[config.mk]
export PLATFORM = sky130hd
export DESIGN_NAME = easter_holiday_date_generator_top
export DESIGN_NICKNAME = d
export VERILOG_FILES = /design/src/rtl/core/ehd_pkg.sv /design/src/rtl/core/ehd_front.sv /design/src/rtl/core/ehd_queue.sv /design/src/rtl/core/ehd_back.sv /design/src/rtl/core/easter_holiday_date_generator_top.sv
export SDC_FILE = /design/constraint.sdc
export NUM_CORES = 1
export LEC_CHECK = 0
export ABC_AREA = 1
export CORE_MARGIN = 2
export CORE_UTILIZATION = 30
export DETAILED_ROUTE_END_ITERATION = 7
export DONT_BUFFER_PORTS = 1
export PLACE_DENSITY = 0.41
export SYNTH_ARGS = -nofsm -noshare
export SYNTH_HDL_FRONTEND = slang
export SYNTH_SLANG_ARGS = --single-unit
[constraint.sdc]
create_clock -name i_clk -period 5.7 [get_ports i_clk]
set_input_delay 1.14 -clock i_clk [delete_from_list [all_inputs] [get_ports i_clk]]
set_output_delay 1.14 -clock i_clk [all_outputs]
set_load 0.01 [all_outputs]
[src/rtl/core/ehd_pkg.sv]
`timescale 1ns / 1ps

package ehd_pkg;

    localparam int QDepth = 4;
    localparam int PtrW   = $clog2(QDepth);
    localparam int CntW   = $clog2(QDepth + 1);

    localparam logic [11:0] WD_FIRST_YEAR_RST = 12'd2019;

    typedef enum logic [3:0] {
        KIND_NEW_YEAR      = 4'd0,
        KIND_WOMENS_DAY    = 4'd1,
        KIND_GOOD_FRIDAY   = 4'd2,
        KIND_EASTER_MONDAY = 4'd3,
        KIND_LABOUR_DAY    = 4'd4,
        KIND_ASCENSION     = 4'd5,
        KIND_WHIT_MONDAY   = 4'd6,
        KIND_UNITY_DAY     = 4'd7,
        KIND_CHRISTMAS1    = 4'd8,
        KIND_CHRISTMAS2    = 4'd9
    } t_kind;

    typedef enum logic {
        BK_IDLE,
        BK_EMIT
    } t_back_state;

    typedef struct packed {
        logic [5:0] easter;
        logic       wd;
    } t_item;

    typedef struct packed {
        logic [3:0] month;
        logic [4:0] day;
    } t_date;

    function automatic t_date date_from_offset(input logic [6:0] ofs);
        t_date      r;
        logic [6:0] v;
        v       = ofs;
        r.month = 4'd3;
        if (v >= 7'd31) begin
            v       = v - 7'd31;
            r.month = 4'd4;
            if (v >= 7'd30) begin
                v       = v - 7'd30;
                r.month = 4'd5;
                if (v >= 7'd31) begin
                    v       = v - 7'd31;
                    r.month = 4'd6;
                end
            end
        end
        r.day = 5'(v + 7'd1);
        return r;
    endfunction

endpackage

[src/rtl/core/ehd_front.sv]
`timescale 1ns / 1ps

module ehd_front (
    input  logic                i_clk,
    input  logic                i_rst_n,
    input  logic                i_start,
    input  logic [11:0]         i_year,
    input  logic                i_cfg_we,
    input  logic [11:0]         i_cfg_wdata,
    input  logic                i_pop,
    output logic                o_busy,
    output logic                o_push,
    output ehd_pkg::t_item      o_item
);
    import ehd_pkg::*;

    logic [11:0]     r_wd_first;
    logic [CntW-1:0] r_credit;
    logic [CntW-1:0] n_credit;
    logic            w_accept;

    // stage 1
    logic [23:0] w_p19;
    logic [24:0] w_p100;
    logic        r1_valid;
    logic [11:0] r1_year;
    logic [7:0]  r1_q19;
    logic [5:0]  r1_b;
    logic        r1_wd;

    // stage 2
    logic [11:0] w_a_full;
    logic [11:0] w_c_full;
    logic [5:0]  w_gx;
    logic [11:0] w_gp;
    logic        r2_valid;
    logic [4:0]  r2_a;
    logic [5:0]  r2_b;
    logic [3:0]  r2_d;
    logic [3:0]  r2_g;
    logic [1:0]  r2_e;
    logic [6:0]  r2_c;
    logic        r2_wd;

    // stage 3
    logic        r3_valid;
    logic [9:0]  r3_x;
    logic [4:0]  r3_a;
    logic [4:0]  r3_i;
    logic [1:0]  r3_kk;
    logic [1:0]  r3_e;
    logic        r3_wd;

    // stage 4
    logic [19:0] w_hp;
    logic        r4_valid;
    logic [3:0]  r4_hq;
    logic [9:0]  r4_x;
    logic [4:0]  r4_a;
    logic [4:0]  r4_i;
    logic [1:0]  r4_kk;
    logic [1:0]  r4_e;
    logic        r4_wd;

    // stage 5
    logic [9:0]  w_h_full;
    logic [4:0]  w_h;
    logic        r5_valid;
    logic [4:0]  r5_h;
    logic [6:0]  r5_y;
    logic [4:0]  r5_a;
    logic        r5_wd;

    // stage 6
    logic [16:0] w_lp;
    logic        r6_valid;
    logic [3:0]  r6_lq;
    logic [6:0]  r6_y;
    logic [4:0]  r6_h;
    logic [4:0]  r6_a;
    logic        r6_wd;

    // stage 7
    logic [6:0]  w_l_full;
    logic        r7_valid;
    logic [2:0]  r7_l;
    logic [4:0]  r7_h;
    logic [4:0]  r7_a;
    logic        r7_wd;

    // final
    logic [9:0]  w_msum;
    logic        w_m;

    assign o_busy   = (r_credit == CntW'(QDepth)) || !i_rst_n;
    assign w_accept = i_start && !o_busy;

    always_comb begin
        n_credit = r_credit;
        if (w_accept && !i_pop) begin
            n_credit = r_credit + CntW'(1);
        end else if (!w_accept && i_pop) begin
            n_credit = r_credit - CntW'(1);
        end
    end

    always_ff @(posedge i_clk) begin
        if (!i_rst_n) begin
            r_wd_first <= WD_FIRST_YEAR_RST;
            r_credit   <= '0;
            r1_valid   <= 1'b0;
            r2_valid   <= 1'b0;
            r3_valid   <= 1'b0;
            r4_valid   <= 1'b0;
            r5_valid   <= 1'b0;
            r6_valid   <= 1'b0;
            r7_valid   <= 1'b0;
        end else begin
            if (i_cfg_we) begin
                r_wd_first <= i_cfg_wdata;
            end
            r_credit <= n_credit;
            r1_valid <= w_accept;
            r2_valid <= r1_valid;
            r3_valid <= r2_valid;
            r4_valid <= r3_valid;
            r5_valid <= r4_valid;
            r6_valid <= r5_valid;
            r7_valid <= r6_valid;
        end
    end

    // year / 19 and year / 100 by reciprocal
    assign w_p19  = 24'(i_year) * 24'd3450;
    assign w_p100 = 25'(i_year) * 25'd5243;

    always_ff @(posedge i_clk) begin
        r1_year <= i_year;
        r1_q19  <= w_p19[23:16];
        r1_b    <= w_p100[24:19];
        r1_wd   <= (i_year >= r_wd_first);
    end

    assign w_a_full = r1_year - 12'(r1_q19) * 12'd19;
    assign w_c_full = r1_year - 12'(r1_b) * 12'd100;
    assign w_gx     = r1_b - ((r1_b >= 6'd17) ? 6'd1 : 6'd0) + 6'd1;
    assign w_gp     = 12'(w_gx) * 12'd43;

    always_ff @(posedge i_clk) begin
        r2_a  <= w_a_full[4:0];
        r2_b  <= r1_b;
        r2_d  <= r1_b[5:2];
        r2_g  <= w_gp[10:7];
        r2_e  <= r1_b[1:0];
        r2_c  <= w_c_full[6:0];
        r2_wd <= r1_wd;
    end

    always_ff @(posedge i_clk) begin
        r3_x  <= 10'(r2_a) * 10'd19 + 10'(r2_b) + 10'd15 - 10'(r2_d) - 10'(r2_g);
        r3_a  <= r2_a;
        r3_i  <= r2_c[6:2];
        r3_kk <= r2_c[1:0];
        r3_e  <= r2_e;
        r3_wd <= r2_wd;
    end

    assign w_hp = 20'(r3_x) * 20'd2185;

    always_ff @(posedge i_clk) begin
        r4_hq <= w_hp[19:16];
        r4_x  <= r3_x;
        r4_a  <= r3_a;
        r4_i  <= r3_i;
        r4_kk <= r3_kk;
        r4_e  <= r3_e;
        r4_wd <= r3_wd;
    end

    assign w_h_full = r4_x - 10'(r4_hq) * 10'd30;
    assign w_h      = w_h_full[4:0];

    always_ff @(posedge i_clk) begin
        r5_h  <= w_h;
        r5_y  <= 7'd32 + 7'(r4_e) * 7'd2 + 7'(r4_i) * 7'd2 - 7'(w_h) - 7'(r4_kk);
        r5_a  <= r4_a;
        r5_wd <= r4_wd;
    end

    assign w_lp = 17'(r5_y) * 17'd147;

    always_ff @(posedge i_clk) begin
        r6_lq <= w_lp[13:10];
        r6_y  <= r5_y;
        r6_h  <= r5_h;
        r6_a  <= r5_a;
        r6_wd <= r5_wd;
    end

    assign w_l_full = r6_y - 7'(r6_lq) * 7'd7;

    always_ff @(posedge i_clk) begin
        r7_l  <= w_l_full[2:0];
        r7_h  <= r6_h;
        r7_a  <= r6_a;
        r7_wd <= r6_wd;
    end

    assign w_msum = 10'(r7_a) + 10'(r7_h) * 10'd11 + 10'(r7_l) * 10'd22;
    assign w_m    = (w_msum >= 10'd451);

    assign o_push        = r7_valid;
    assign o_item.easter = 6'(7'(r7_h) + 7'(r7_l) + 7'd21 - (w_m ? 7'd7 : 7'd0));
    assign o_item.wd     = r7_wd;

endmodule

[src/rtl/core/ehd_queue.sv]
`timescale 1ns / 1ps

module ehd_queue (
    input  logic            i_clk,
    input  logic            i_rst_n,
    input  logic            i_push,
    input  ehd_pkg::t_item  i_item,
    input  logic            i_pop,
    output logic            o_valid,
    output ehd_pkg::t_item  o_item
);
    import ehd_pkg::*;

    t_item           r_mem [QDepth];
    logic [PtrW-1:0] r_wptr;
    logic [PtrW-1:0] r_rptr;
    logic [CntW-1:0] r_count;

    assign o_valid = (r_count != '0);
    assign o_item  = r_mem[r_rptr];

    always_ff @(posedge i_clk) begin
        if (i_push) begin
            r_mem[r_wptr] <= i_item;
        end
    end

    always_ff @(posedge i_clk) begin
        if (!i_rst_n) begin
            r_wptr  <= '0;
            r_rptr  <= '0;
            r_count <= '0;
        end else begin
            if (i_push) begin
                r_wptr <= r_wptr + PtrW'(1);
            end
            if (i_pop) begin
                r_rptr <= r_rptr + PtrW'(1);
            end
            if (i_push && !i_pop) begin
                r_count <= r_count + CntW'(1);
            end else if (!i_push && i_pop) begin
                r_count <= r_count - CntW'(1);
            end
        end
    end

endmodule

[src/rtl/core/ehd_back.sv]
`timescale 1ns / 1ps

module ehd_back (
    input  logic            i_clk,
    input  logic            i_rst_n,
    input  logic            i_q_valid,
    input  ehd_pkg::t_item  i_q_item,
    output logic            o_pop,
    output logic            o_strobe,
    output logic [3:0]      o_month,
    output logic [4:0]      o_day,
    output logic [3:0]      o_kind,
    output logic            o_last
);
    import ehd_pkg::*;

    t_back_state r_state;
    t_back_state n_state;
    t_kind       r_kind;
    t_kind       n_kind;
    logic [5:0]  r_easter;
    logic [5:0]  n_easter;
    logic        r_wd;
    logic        n_wd;
    logic        w_emit;
    logic        w_done;
    logic [6:0]  w_ofs;
    t_date       w_date;

    logic        r_strobe;
    logic [3:0]  r_month;
    logic [4:0]  r_day;
    logic [3:0]  r_out_kind;
    logic        r_last;

    assign w_done = (r_kind == KIND_CHRISTMAS2);

    always_comb begin
        n_state = r_state;
        case (r_state)
            BK_IDLE: begin
                if (i_q_valid) begin
                    n_state = BK_EMIT;
                end
            end
            BK_EMIT: begin
                if (w_done && !i_q_valid) begin
                    n_state = BK_IDLE;
                end
            end
            default: n_state = BK_IDLE;
        endcase
    end

    always_comb begin
        w_emit   = (r_state == BK_EMIT);
        o_pop    = i_q_valid && (!w_emit || w_done);
        n_kind   = r_kind;
        n_easter = r_easter;
        n_wd     = r_wd;
        if (o_pop) begin
            n_kind   = KIND_NEW_YEAR;
            n_easter = i_q_item.easter;
            n_wd     = i_q_item.wd;
        end else if (w_emit) begin
            case (r_kind)
                KIND_NEW_YEAR:      n_kind = r_wd ? KIND_WOMENS_DAY : KIND_GOOD_FRIDAY;
                KIND_WOMENS_DAY:    n_kind = KIND_GOOD_FRIDAY;
                KIND_GOOD_FRIDAY:   n_kind = KIND_EASTER_MONDAY;
                KIND_EASTER_MONDAY: n_kind = KIND_LABOUR_DAY;
                KIND_LABOUR_DAY:    n_kind = KIND_ASCENSION;
                KIND_ASCENSION:     n_kind = KIND_WHIT_MONDAY;
                KIND_WHIT_MONDAY:   n_kind = KIND_UNITY_DAY;
                KIND_UNITY_DAY:     n_kind = KIND_CHRISTMAS1;
                KIND_CHRISTMAS1:    n_kind = KIND_CHRISTMAS2;
                default:            n_kind = KIND_CHRISTMAS2;
            endcase
        end
    end

    always_comb begin
        case (r_kind)
            KIND_GOOD_FRIDAY:   w_ofs = 7'(r_easter) - 7'd2;
            KIND_EASTER_MONDAY: w_ofs = 7'(r_easter) + 7'd1;
            KIND_ASCENSION:     w_ofs = 7'(r_easter) + 7'd39;
            KIND_WHIT_MONDAY:   w_ofs = 7'(r_easter) + 7'd50;
            default:            w_ofs = 7'(r_easter);
        endcase
        w_date = date_from_offset(w_ofs);
        case (r_kind)
            KIND_NEW_YEAR:   w_date = '{month: 4'd1,  day: 5'd1};
            KIND_WOMENS_DAY: w_date = '{month: 4'd3,  day: 5'd8};
            KIND_LABOUR_DAY: w_date = '{month: 4'd5,  day: 5'd1};
            KIND_UNITY_DAY:  w_date = '{month: 4'd10, day: 5'd3};
            KIND_CHRISTMAS1: w_date = '{month: 4'd12, day: 5'd25};
            KIND_CHRISTMAS2: w_date = '{month: 4'd12, day: 5'd26};
            default:         w_date = w_date;
        endcase
    end

    always_ff @(posedge i_clk) begin
        if (!i_rst_n) begin
            r_state  <= BK_IDLE;
            r_kind   <= KIND_NEW_YEAR;
            r_strobe <= 1'b0;
        end else begin
            r_state  <= n_state;
            r_kind   <= n_kind;
            r_strobe <= w_emit;
        end
    end

    always_ff @(posedge i_clk) begin
        r_easter   <= n_easter;
        r_wd       <= n_wd;
        r_month    <= w_date.month;
        r_day      <= w_date.day;
        r_out_kind <= 4'(r_kind);
        r_last     <= w_done;
    end

    assign o_strobe = r_strobe;
    assign o_month  = r_month;
    assign o_day    = r_day;
    assign o_kind   = r_out_kind;
    assign o_last   = r_last;

endmodule

[src/rtl/core/easter_holiday_date_generator_top.sv]
`timescale 1ns / 1ps

// Public holiday generator. A year is taken on a clock edge with start high and busy
// low; the block finds Easter Sunday in a seven-stage arithmetic pipeline and then
// emits the year's holidays on o_strobe as one unbroken burst of ten results (nine
// when the year lies before the configured first year), one per cycle, the last
// marked by o_last. With the output side idle, a year's first result passes through
// the pipeline and the queue to the registered output stage. Years may be requested
// on consecutive cycles; busy rises once four requests are held in the pipeline and
// the queue ahead of the output stage, so the sustained rate of years is set by the
// one-result-per-cycle output.
// The receiver cannot stall: every strobe must be captured. Write i_cfg_wdata only
// while no request is outstanding.
module easter_holiday_date_generator_top (
    input  logic        i_clk,
    input  logic        i_rst_n,
    input  logic        start,
    output logic        busy,
    input  logic [11:0] i_year,
    input  logic        i_cfg_we,
    input  logic [11:0] i_cfg_wdata,
    output logic        o_strobe,
    output logic [3:0]  o_month,
    output logic [4:0]  o_day,
    output logic [3:0]  o_holiday_kind,
    output logic        o_last
);
    import ehd_pkg::*;

    logic  w_push;
    t_item w_push_item;
    logic  w_q_valid;
    t_item w_q_item;
    logic  w_pop;

    ehd_front u_front (
        .i_clk       (i_clk),
        .i_rst_n     (i_rst_n),
        .i_start     (start),
        .i_year      (i_year),
        .i_cfg_we    (i_cfg_we),
        .i_cfg_wdata (i_cfg_wdata),
        .i_pop       (w_pop),
        .o_busy      (busy),
        .o_push      (w_push),
        .o_item      (w_push_item)
    );

    ehd_queue u_queue (
        .i_clk   (i_clk),
        .i_rst_n (i_rst_n),
        .i_push  (w_push),
        .i_item  (w_push_item),
        .i_pop   (w_pop),
        .o_valid (w_q_valid),
        .o_item  (w_q_item)
    );

    ehd_back u_back (
        .i_clk     (i_clk),
        .i_rst_n   (i_rst_n),
        .i_q_valid (w_q_valid),
        .i_q_item  (w_q_item),
        .o_pop     (w_pop),
        .o_strobe  (o_strobe),
        .o_month   (o_month),
        .o_day     (o_day),
        .o_kind    (o_holiday_kind),
        .o_last    (o_last)
    );

`ifndef SYNTH
    a_burst_contiguous: assert property (@(posedge i_clk) disable iff (!i_rst_n)
        (o_strobe && !o_last) |=> o_strobe)
        else $error("holiday burst broken before its last result");

    a_last_is_christmas2: assert property (@(posedge i_clk) disable iff (!i_rst_n)
        o_strobe |-> (o_last == (o_holiday_kind == KIND_CHRISTMAS2)))
        else $error("last flag not aligned with second Christmas day");

    a_good_friday_month: assert property (@(posedge i_clk) disable iff (!i_rst_n)
        (o_strobe && (o_holiday_kind == KIND_GOOD_FRIDAY)) |->
            (o_month == 4'd3 || o_month == 4'd4))
        else $error("Good Friday outside March and April");

    a_burst_opens_new_year: assert property (@(posedge i_clk) disable iff (!i_rst_n)
        (o_strobe && $past(o_last)) |-> (o_holiday_kind == KIND_NEW_YEAR))
        else $error("burst does not open with New Year");
`endif

endmodule

==> results of run 1 <==
## what timing repair did
item | CTS | global route
pin swaps | 12 | 10
cloned | 0 | 0
hold endpoints to repair | 0 | 0
endpoints found under the setup margin | 12 | 12
resized for setup | 17 | 16
setup buffers | 0 | 1
## flip-flops by register name, indices dropped and copies added (netlist names), 6 cells and up
| name | count |
|---|---|
| u_front.r1_year | 7 |
| u_front.r2_c | 7 |
| u_front.r3_x | 10 |
| u_queue.r_mem | 28 |
| u_front.r5_y | 7 |
| u_back.r_easter | 6 |
| u_front.r1_b | 6 |
| u_front.r_wd_first | 12 |
| u_front.r2_b | 6 |
## stage by stage
stage               instances  hold WS, ps  worst slack [ps]
floorplan                1775          310              43.4
detailed placement       2550          312              -258
finish                   2599          320              36.5
global placement         2550          310              -198
global route             2599          323              -186
CTS                      2598          323             -2.87
## critical path, stage by stage (launching register included)
cell,delay [ps]
dfxtp_4,360
ha_4,250
ha_4,160
fa_1,490
inv_2,40
fa_1,480
fa_1,440
fa_1,560
inv_2,40
ha_4,230
a21oi_4,120
nand2_2,70
a21oi_2,110
inv_1,50
a21oi_2,150
nand2_1,70
nand4_1,100
nand3_2,140
ha_4,320
fa_2,440
inv_2,80
ha_4,130
inv_2,40
fa_2,510
inv_2,40
## cell usage in the layout (no fill, tap or decap), types with 46 or more instances in the layout
cell,Yosys,routed
a21oi_1,92,89
dfxtp_1,189,187
fa_1,151,147
ha_1,363,356
inv_1,440,435
nand2_1,135,133
nand3_1,51,49
nor2_1,61,60
o21ai_0,66,66
xor2_1,47,46
## synth_stat cells, types with 2 or more instances
library cell / instances
nand2_4: 3
o22ai_1: 7
a211oi_1: 4
xor2_1: 47
clkinv_1: 2
xnor2_1: 38
nand2_1: 135
fa_1: 151
nand4_1: 13
nand3_1: 51
or2_2: 4
a21oi_1: 92
inv_1: 440
nor2_1: 61
a21o_1: 7
nand3b_1: 2
inv_2: 8
ha_1: 363
clkbuf_1: 6
dfxtp_1: 189
nor3_1: 5
o21bai_1: 5
nor2_4: 4
nand3_2: 3
edfxtp_1: 35
o21ai_1: 5
o221ai_1: 2
o21ai_0: 66
nand2_2: 8
nor2_2: 3
## logic make-up (layout without fill, tap and decap cells)
group / Yosys count / count (layout) / share of synthesized area [%]
flip-flops: 224 / 224 / 27.9
AO/OA/AOI/OAI: 201 / 201 / 6.43
buffers and inverters: 457 / 516 / 9.92
adder cells (fa/ha/maj): 514 / 514 / 43.7
AND/OR/NAND/NOR: 293 / 293 / 7.63
XOR/XNOR: 86 / 86 / 4.39
## path summary, 6_finish.rpt
check	from	endpoint	slack, ps
setup / recovery	u_front.r7_l[2]$_DFF_P_	u_queue.r_mem[3][4]$_DFFE_PP_	40
hold / removal	u_front.r6_a[3]$_DFF_P_	u_front.r7_a[3]$_DFF_P_	320
setup reg to reg	u_front.r7_l[2]$_DFF_P_	u_queue.r_mem[3][4]$_DFFE_PP_	40
hold reg to reg	u_front.r6_a[3]$_DFF_P_	u_front.r7_a[3]$_DFF_P_	320
## final cells by class
cell class | count | area (um2)
Inverter | 451 | 1700
Fill cell | 5797 | 37900
Timing Repair Buffer | 17 | 144
Clock inverter | 13 | 176
Sequential cell | 224 | 4840
Clock buffer | 35 | 738
Multi-Input combinational cell | 1094 | 10900
Tap cell | 765 | 957
## per-layer routing
layer  up-vias  GRT usage, %  wire length (um)
li1       5711             -                 -
met2        80          18.9             15100
met5         -             0                 0
met1      5080          15.6             16200
met4         0          2.40               437
met3        32          1.78              1060
==> impl_results.md, run 1 <==
- Outcome: finished, final reports clean
- Clk_skew: 6.87 ps
- Vias in the first global route: about 11000
- Std-Cell Rows: 88
- Dpl hpwl: about 27 mm
- WL per Instance: between 10 and 15 um
- Netlist cell types: between 40 and 50
- DRC: 0
- CP required: between 5000 and 6000 ps
- Fin. Hold Viols: 0
- Post-synth net total: ~2300
- Clock Path Buffers: 3
- CP startpoint kind: flop
- First-pass GRT wire length: between 50 and 60 mm
- Sequential fraction of the synthesis area: between 20% and 30%
- IO buf count: 0
- Routability Congestion: between 0.7 and 0.8
- Leading area contributor after synthesis: ha_1
- Die W: 244 um
- Cell count of the worst reg-to-reg path: 24
- CTS tree: done
- Ys Warns: 0
- Post-synthesis register bit count: approximately 220
- Gr usage total: between 10 and 15%
- Vias per cell: 4.20
- TNS Setup: 0 ps
- Hold_buf cts: 0
- HP Class: reg2reg
- Post-route core utilization: between 30% and 40%
- Final worst-path cycle share: 99.4%
- Arrival time worst endpoint: about 6000 ps
- Critical path peak fanout: 4
- Largest net degree at the start of global routing: 25
- CP Capture Type: flop
- Ys async rst share: 0%
- Maxcap violations: 0
- Synth Instances: roughly 1800
- N_diodes: 0
- Setup CP Type: reg2reg
- Finished Cell Area: 0.0195 mm2
- CTS Sinks: between 200 and 250
- DR vias: about 11000
- DR pass1 iterations: 4
- Layout cells sized above 1: under 10%
- Slew headroom: 41.2%
- Clk_lat worst skew: 520 ps
- Yosys top cell area share: a little over a quarter
- Min cycle time layout: 5660 ps
- H-tree depth: 1
- Final WL: between 30 and 40 mm
- Initial antenna violation count: 0
- Tightest Pin Transition: 883 ps
- # nets final: between 2000 and 2500
- IO Count: 44
- Final Max Tran Viols: 0
- Unrepaired setup endpoints after global routing: yes
- Synth Area per Inst: approximately 9.8 um2
- Die H: 244 um
- Syn Std Cell Area: 0.0173 mm2
- Peak Freq: roughly 180 MHz
- Hold Crit Depth: 0
- Core Area: between 0.05 and 0.06 mm2
- Top post-synthesis cells by area: ha_1 (26%), dfxtp_1 (22%), fa_1 (17%)
- # setup viols final: 0
- Area grow syn2layout: 12.5%
- Num CTS Buffers: 26
- Clk pin slew, worst setup/hold paths: 60 ps
- Top FF cell, synth: dfxtp_1
- EDFF count, synth: 35
- Area after DPL: 0.0184 mm2
- Initial Util: a little over 30%
- Initial DRC Count: 293
- GR Overflow Total: 0
- Die ar.: around 0.06 mm2
- ANT nets after route: 0
- Clk root buf: clkbuf_16
Power of run 1 is left out: the tool's default activity adds up to more than one toggle a clock period on the data nets, which glitch-free logic cannot reach.
==> inputs of run 2 (changes only) <==
--- a/config.mk
+++ b/config.mk
@@ -10,7 +10,8 @@
 export CORE_UTILIZATION = 30
 export DETAILED_ROUTE_END_ITERATION = 7
 export DONT_BUFFER_PORTS = 1
-export PLACE_DENSITY = 0.41
+export PLACE_DENSITY = 0.4
+export SKIP_LAST_GASP = 1
 export SYNTH_ARGS = -nofsm -noshare
 export SYNTH_HDL_FRONTEND = slang
 export SYNTH_SLANG_ARGS = --single-unit
==> constraint.sdc (replaced) <==
create_clock -name i_clk -period 5.35 [get_ports i_clk]
set_input_delay 1.07 -clock i_clk [delete_from_list [all_inputs] [get_ports i_clk]]
set_output_delay 1.07 -clock i_clk [all_outputs]
set_load 0.01 [all_outputs]
==> run 2 against run 1 <==
  * Register-to-register slack got worse by 400 ps
  * Setup slack worse by 400 ps
  * Critical endpoint unchanged
  * The run now ends with negative setup slack left
  * Largest cell class unchanged
  * Cell count is 0.58% higher
  * Worst hold slack worse by 3.7 ps
  * Critical path depth is 1 higher
  * Final area rose by 0.27%
  * Count of clock-buffer cells in the layout up 3
==> impl_results.md, run 2 (same netlist as run 1, synthesis figures left out) <==
- Slowest CP cell: fa_1 (unchanged)
- # nets final: 2372 (was 2356)
- Failing checks: negative setup slack
- Num CTS Buffers: 26 (unchanged)
- Initial antenna violation count: 1 (was 0)
- GR Overflow Total: 0 (unchanged)
- IO Count: 44 (unchanged)
- Std-Cell Rows: 88 (unchanged)
- Final WL: 33.5 mm (was 32.8 mm)
- Largest net degree at the start of global routing: 25 (unchanged)
- Hold_buf cts: 0 (unchanged)
- Hold Crit Depth: 0 (unchanged)
- Layout cells sized above 1: 7.73% (was 6.92%)
- First-pass GRT wire length: 58.1 mm (was 56.0 mm)
- Post-route core utilization: 34.0% (was 33.9%)
- Peak Freq: 175 MHz (was 177 MHz)
- Area after DPL: 0.0186 mm2 (was 0.0184 mm2)
- Die W: 244 um (unchanged)
- Finished Cell Area: 0.0195 mm2 (about the same)
- Flop-to-flop setup slack: -360 ps (was 40 ps)
- DR pass1 iterations: 4 (unchanged)
- CP Capture Type: flop (unchanged)
- FF/Latch Area: 0.00484 mm2 (about the same)
- CP required: 5620 ps (was 5980 ps)
- CP most frequent cell: fa_1
- Clk root buf: clkbuf_16 (unchanged)
- Slew headroom: 40.2% (was 41.2%)
- Worst r2r src: u_front.r7_l[2]$_DFF_P_ (unchanged)
- Met1 Usage GRT: 16.3% (was 15.6%)
- Pre-CTS WS: -387 ps (was -258 ps)
- Biggest register: u_queue.r_mem (unchanged)
- Tightest Pin Transition: 897 ps (was 883 ps)
- Largest regs: u_queue.r_mem: 28 flops, u_front.r_wd_first: 12 flops, u_front.r3_x: 10 flops (unchanged)
- Clock Path Buffers: 3 (unchanged)
- Worst hold endpoint: u_front.r5_a[1]$_DFF_P_ (was u_front.r7_a[3]$_DFF_P_)
- Fin. Hold Viols: 0 (unchanged)
- IO buf count: 0 (unchanged)
- Vias per cell: 4.18 (was 4.20)
- Commonest non-fill, non-tap cell in the layout: inv_1 (unchanged)
- Worst path max stage delay: 570 ps (was 560 ps)
- Min-Delay Startpoint: u_front.r4_a[1]$_DFF_P_ (was u_front.r6_a[3]$_DFF_P_)
- Clk pin slew, worst setup/hold paths: 60 ps (about the same)
- Routability Congestion: 0.781 (was 0.786)
- Worst setup margin: -363 ps (was 36.5 ps)
- Clk_lat worst skew: 530 ps (was 520 ps)
- Die ar.: 0.0596 mm2 (unchanged)
- Outcome: finished with violations (was finished, final reports clean)
- Dpl hpwl: 27.6 mm (was 27.0 mm)
- Final worst-path cycle share: 107% (was 99.4%)
- HP Class: reg2reg (unchanged)
- CTS Sinks: 224 (unchanged)
- Die H: 244 um (unchanged)
- N_diodes: 0 (unchanged)
- Largest register FFs: 28 (unchanged)
- TNS Setup: -3470 ps (was 0 ps)
- CTS tree: done (unchanged)
- Core Area: 0.0574 mm2 (unchanged)
- Most frequent cells in the layout: inv_1 (436), ha_1 (356), dfxtp_1 (186), fa_1 (149), nand2_1 (134) (was inv_1 (435), ha_1 (356), dfxtp_1 (187), fa_1 (147), nand2_1 (133))
- Reg2reg end: u_queue.r_mem[3][4]$_DFFE_PP_ (unchanged)
- Top Usage Layer GRT: met2 (unchanged)
- Initial Util: 30.2% (unchanged)
- Met3 usage in global routing: 1.56% (was 1.78%)
- # setup viols final: 12 (was 0)
- Area occupied by multi-input gates: 0.0109 mm2 (about the same)
- CP delay by family, top: adder cells (unchanged)
- ANT nets after route: 0 (unchanged)
- CP startpoint kind: flop (unchanged)
- Fillers: 5883 (was 5797)
- Routing usage on met2: 19.8% (was 18.9%)
- Setup CP Type: reg2reg (unchanged)
- Critical path peak fanout: 4 (unchanged)
- DR vias: 10900 (about the same)
- Clk_skew: 12.4 ps (was 6.87 ps)
- Crit path buf inv count: 7 (was 6)
- Area grow syn2layout: 12.8% (was 12.5%)
- Vias in the first global route: 11600 (was 11200)
- Final Max Tran Viols: 0 (unchanged)
- DRC: 0 (unchanged)
- WL per Instance: 12.8 um (was 12.6 um)
- Initial DRC Count: 279 (was 293)
- Arrival time worst endpoint: 5990 ps (was 5950 ps)
- Maxcap violations: 0 (unchanged)
- Min cycle time layout: 5710 ps (was 5660 ps)
- Unrepaired setup endpoints after global routing: yes (unchanged)
- Cell count of the worst reg-to-reg path: 25 (was 24)
- Gr usage total: 11.9% (was 11.4%)
- H-tree depth: 1 (unchanged)
[run 2: worst register-to-register path, stage by stage (launching register included)]
cell     delay [ps]
dfxtp_4         360
ha_4            240
ha_4            160
fa_1            480
inv_1            50
fa_1            490
fa_1            440
fa_1            570
inv_2            50
ha_4            220
a21oi_2         110
nand2_1          80
a21oi_1         120
inv_1            60
a21oi_2         150
nand2_1          70
nand4_1         130
nand3_4         130
buf_4           170
fa_1            350
inv_1            80
fa_2            220
ha_4            150
inv_2            40
fa_2            520
inv_2            40
[run 2: worst max path at each step]
stage	startpoint	slack [ps]	cells past startpoint	endpoint
detailed placement	u_front.r7_l[2]$_DFF_P_	-390	25	u_queue.r_mem[0][4]$_DFFE_PP_
floorplan	u_front.r7_l[1]$_DFF_P_	-140	25	u_queue.r_mem[0][4]$_DFFE_PP_
global route	u_front.r7_l[2]$_DFF_P_	-620	25	u_queue.r_mem[2][4]$_DFFE_PP_
finish	u_front.r7_l[2]$_DFF_P_	-360	25	u_queue.r_mem[3][4]$_DFFE_PP_
global placement	u_front.r7_l[2]$_DFF_P_	-340	25	u_queue.r_mem[1][4]$_DFFE_PP_
CTS	u_front.r7_l[2]$_DFF_P_	-350	25	u_queue.r_mem[1][4]$_DFFE_PP_
[run 2: layout make-up]
cell class	instances	share of cell area, %
Tap cell	765	4.90
Multi-Input combinational cell	1094	56.0
Timing Repair Buffer	33	1.29
Inverter	451	8.68
Clock buffer	38	4.04
Clock inverter	9	0.327
Sequential cell	224	24.8
[run 2: through the flow]
stage               std cells  hold slack, ps
finish                   2614             317
floorplan                1775             310
global placement         2565             312
CTS                      2613             321
global route             2614             321
detailed placement       2565             312
[run 2: what timing repair did]
item / in CTS / in global routing
gates resized for setup: 1 / 17
pin swaps: 9 / 0
setup buffers: 1 / 1
endpoints found under the setup margin: 12 / 23
[run 2: layer usage]
layer / routed length, um / vias to the layer above / part of all wire [%]
met4: 480 / 0 / 1.4
met1: 16500 / 5095 / 49
met3: 953 / 35 / 2.8
met5: 0 / - / 0
li1: - / 5739 / -
met2: 15500 / 70 / 46
Power of run 2 is left out for the same reason.
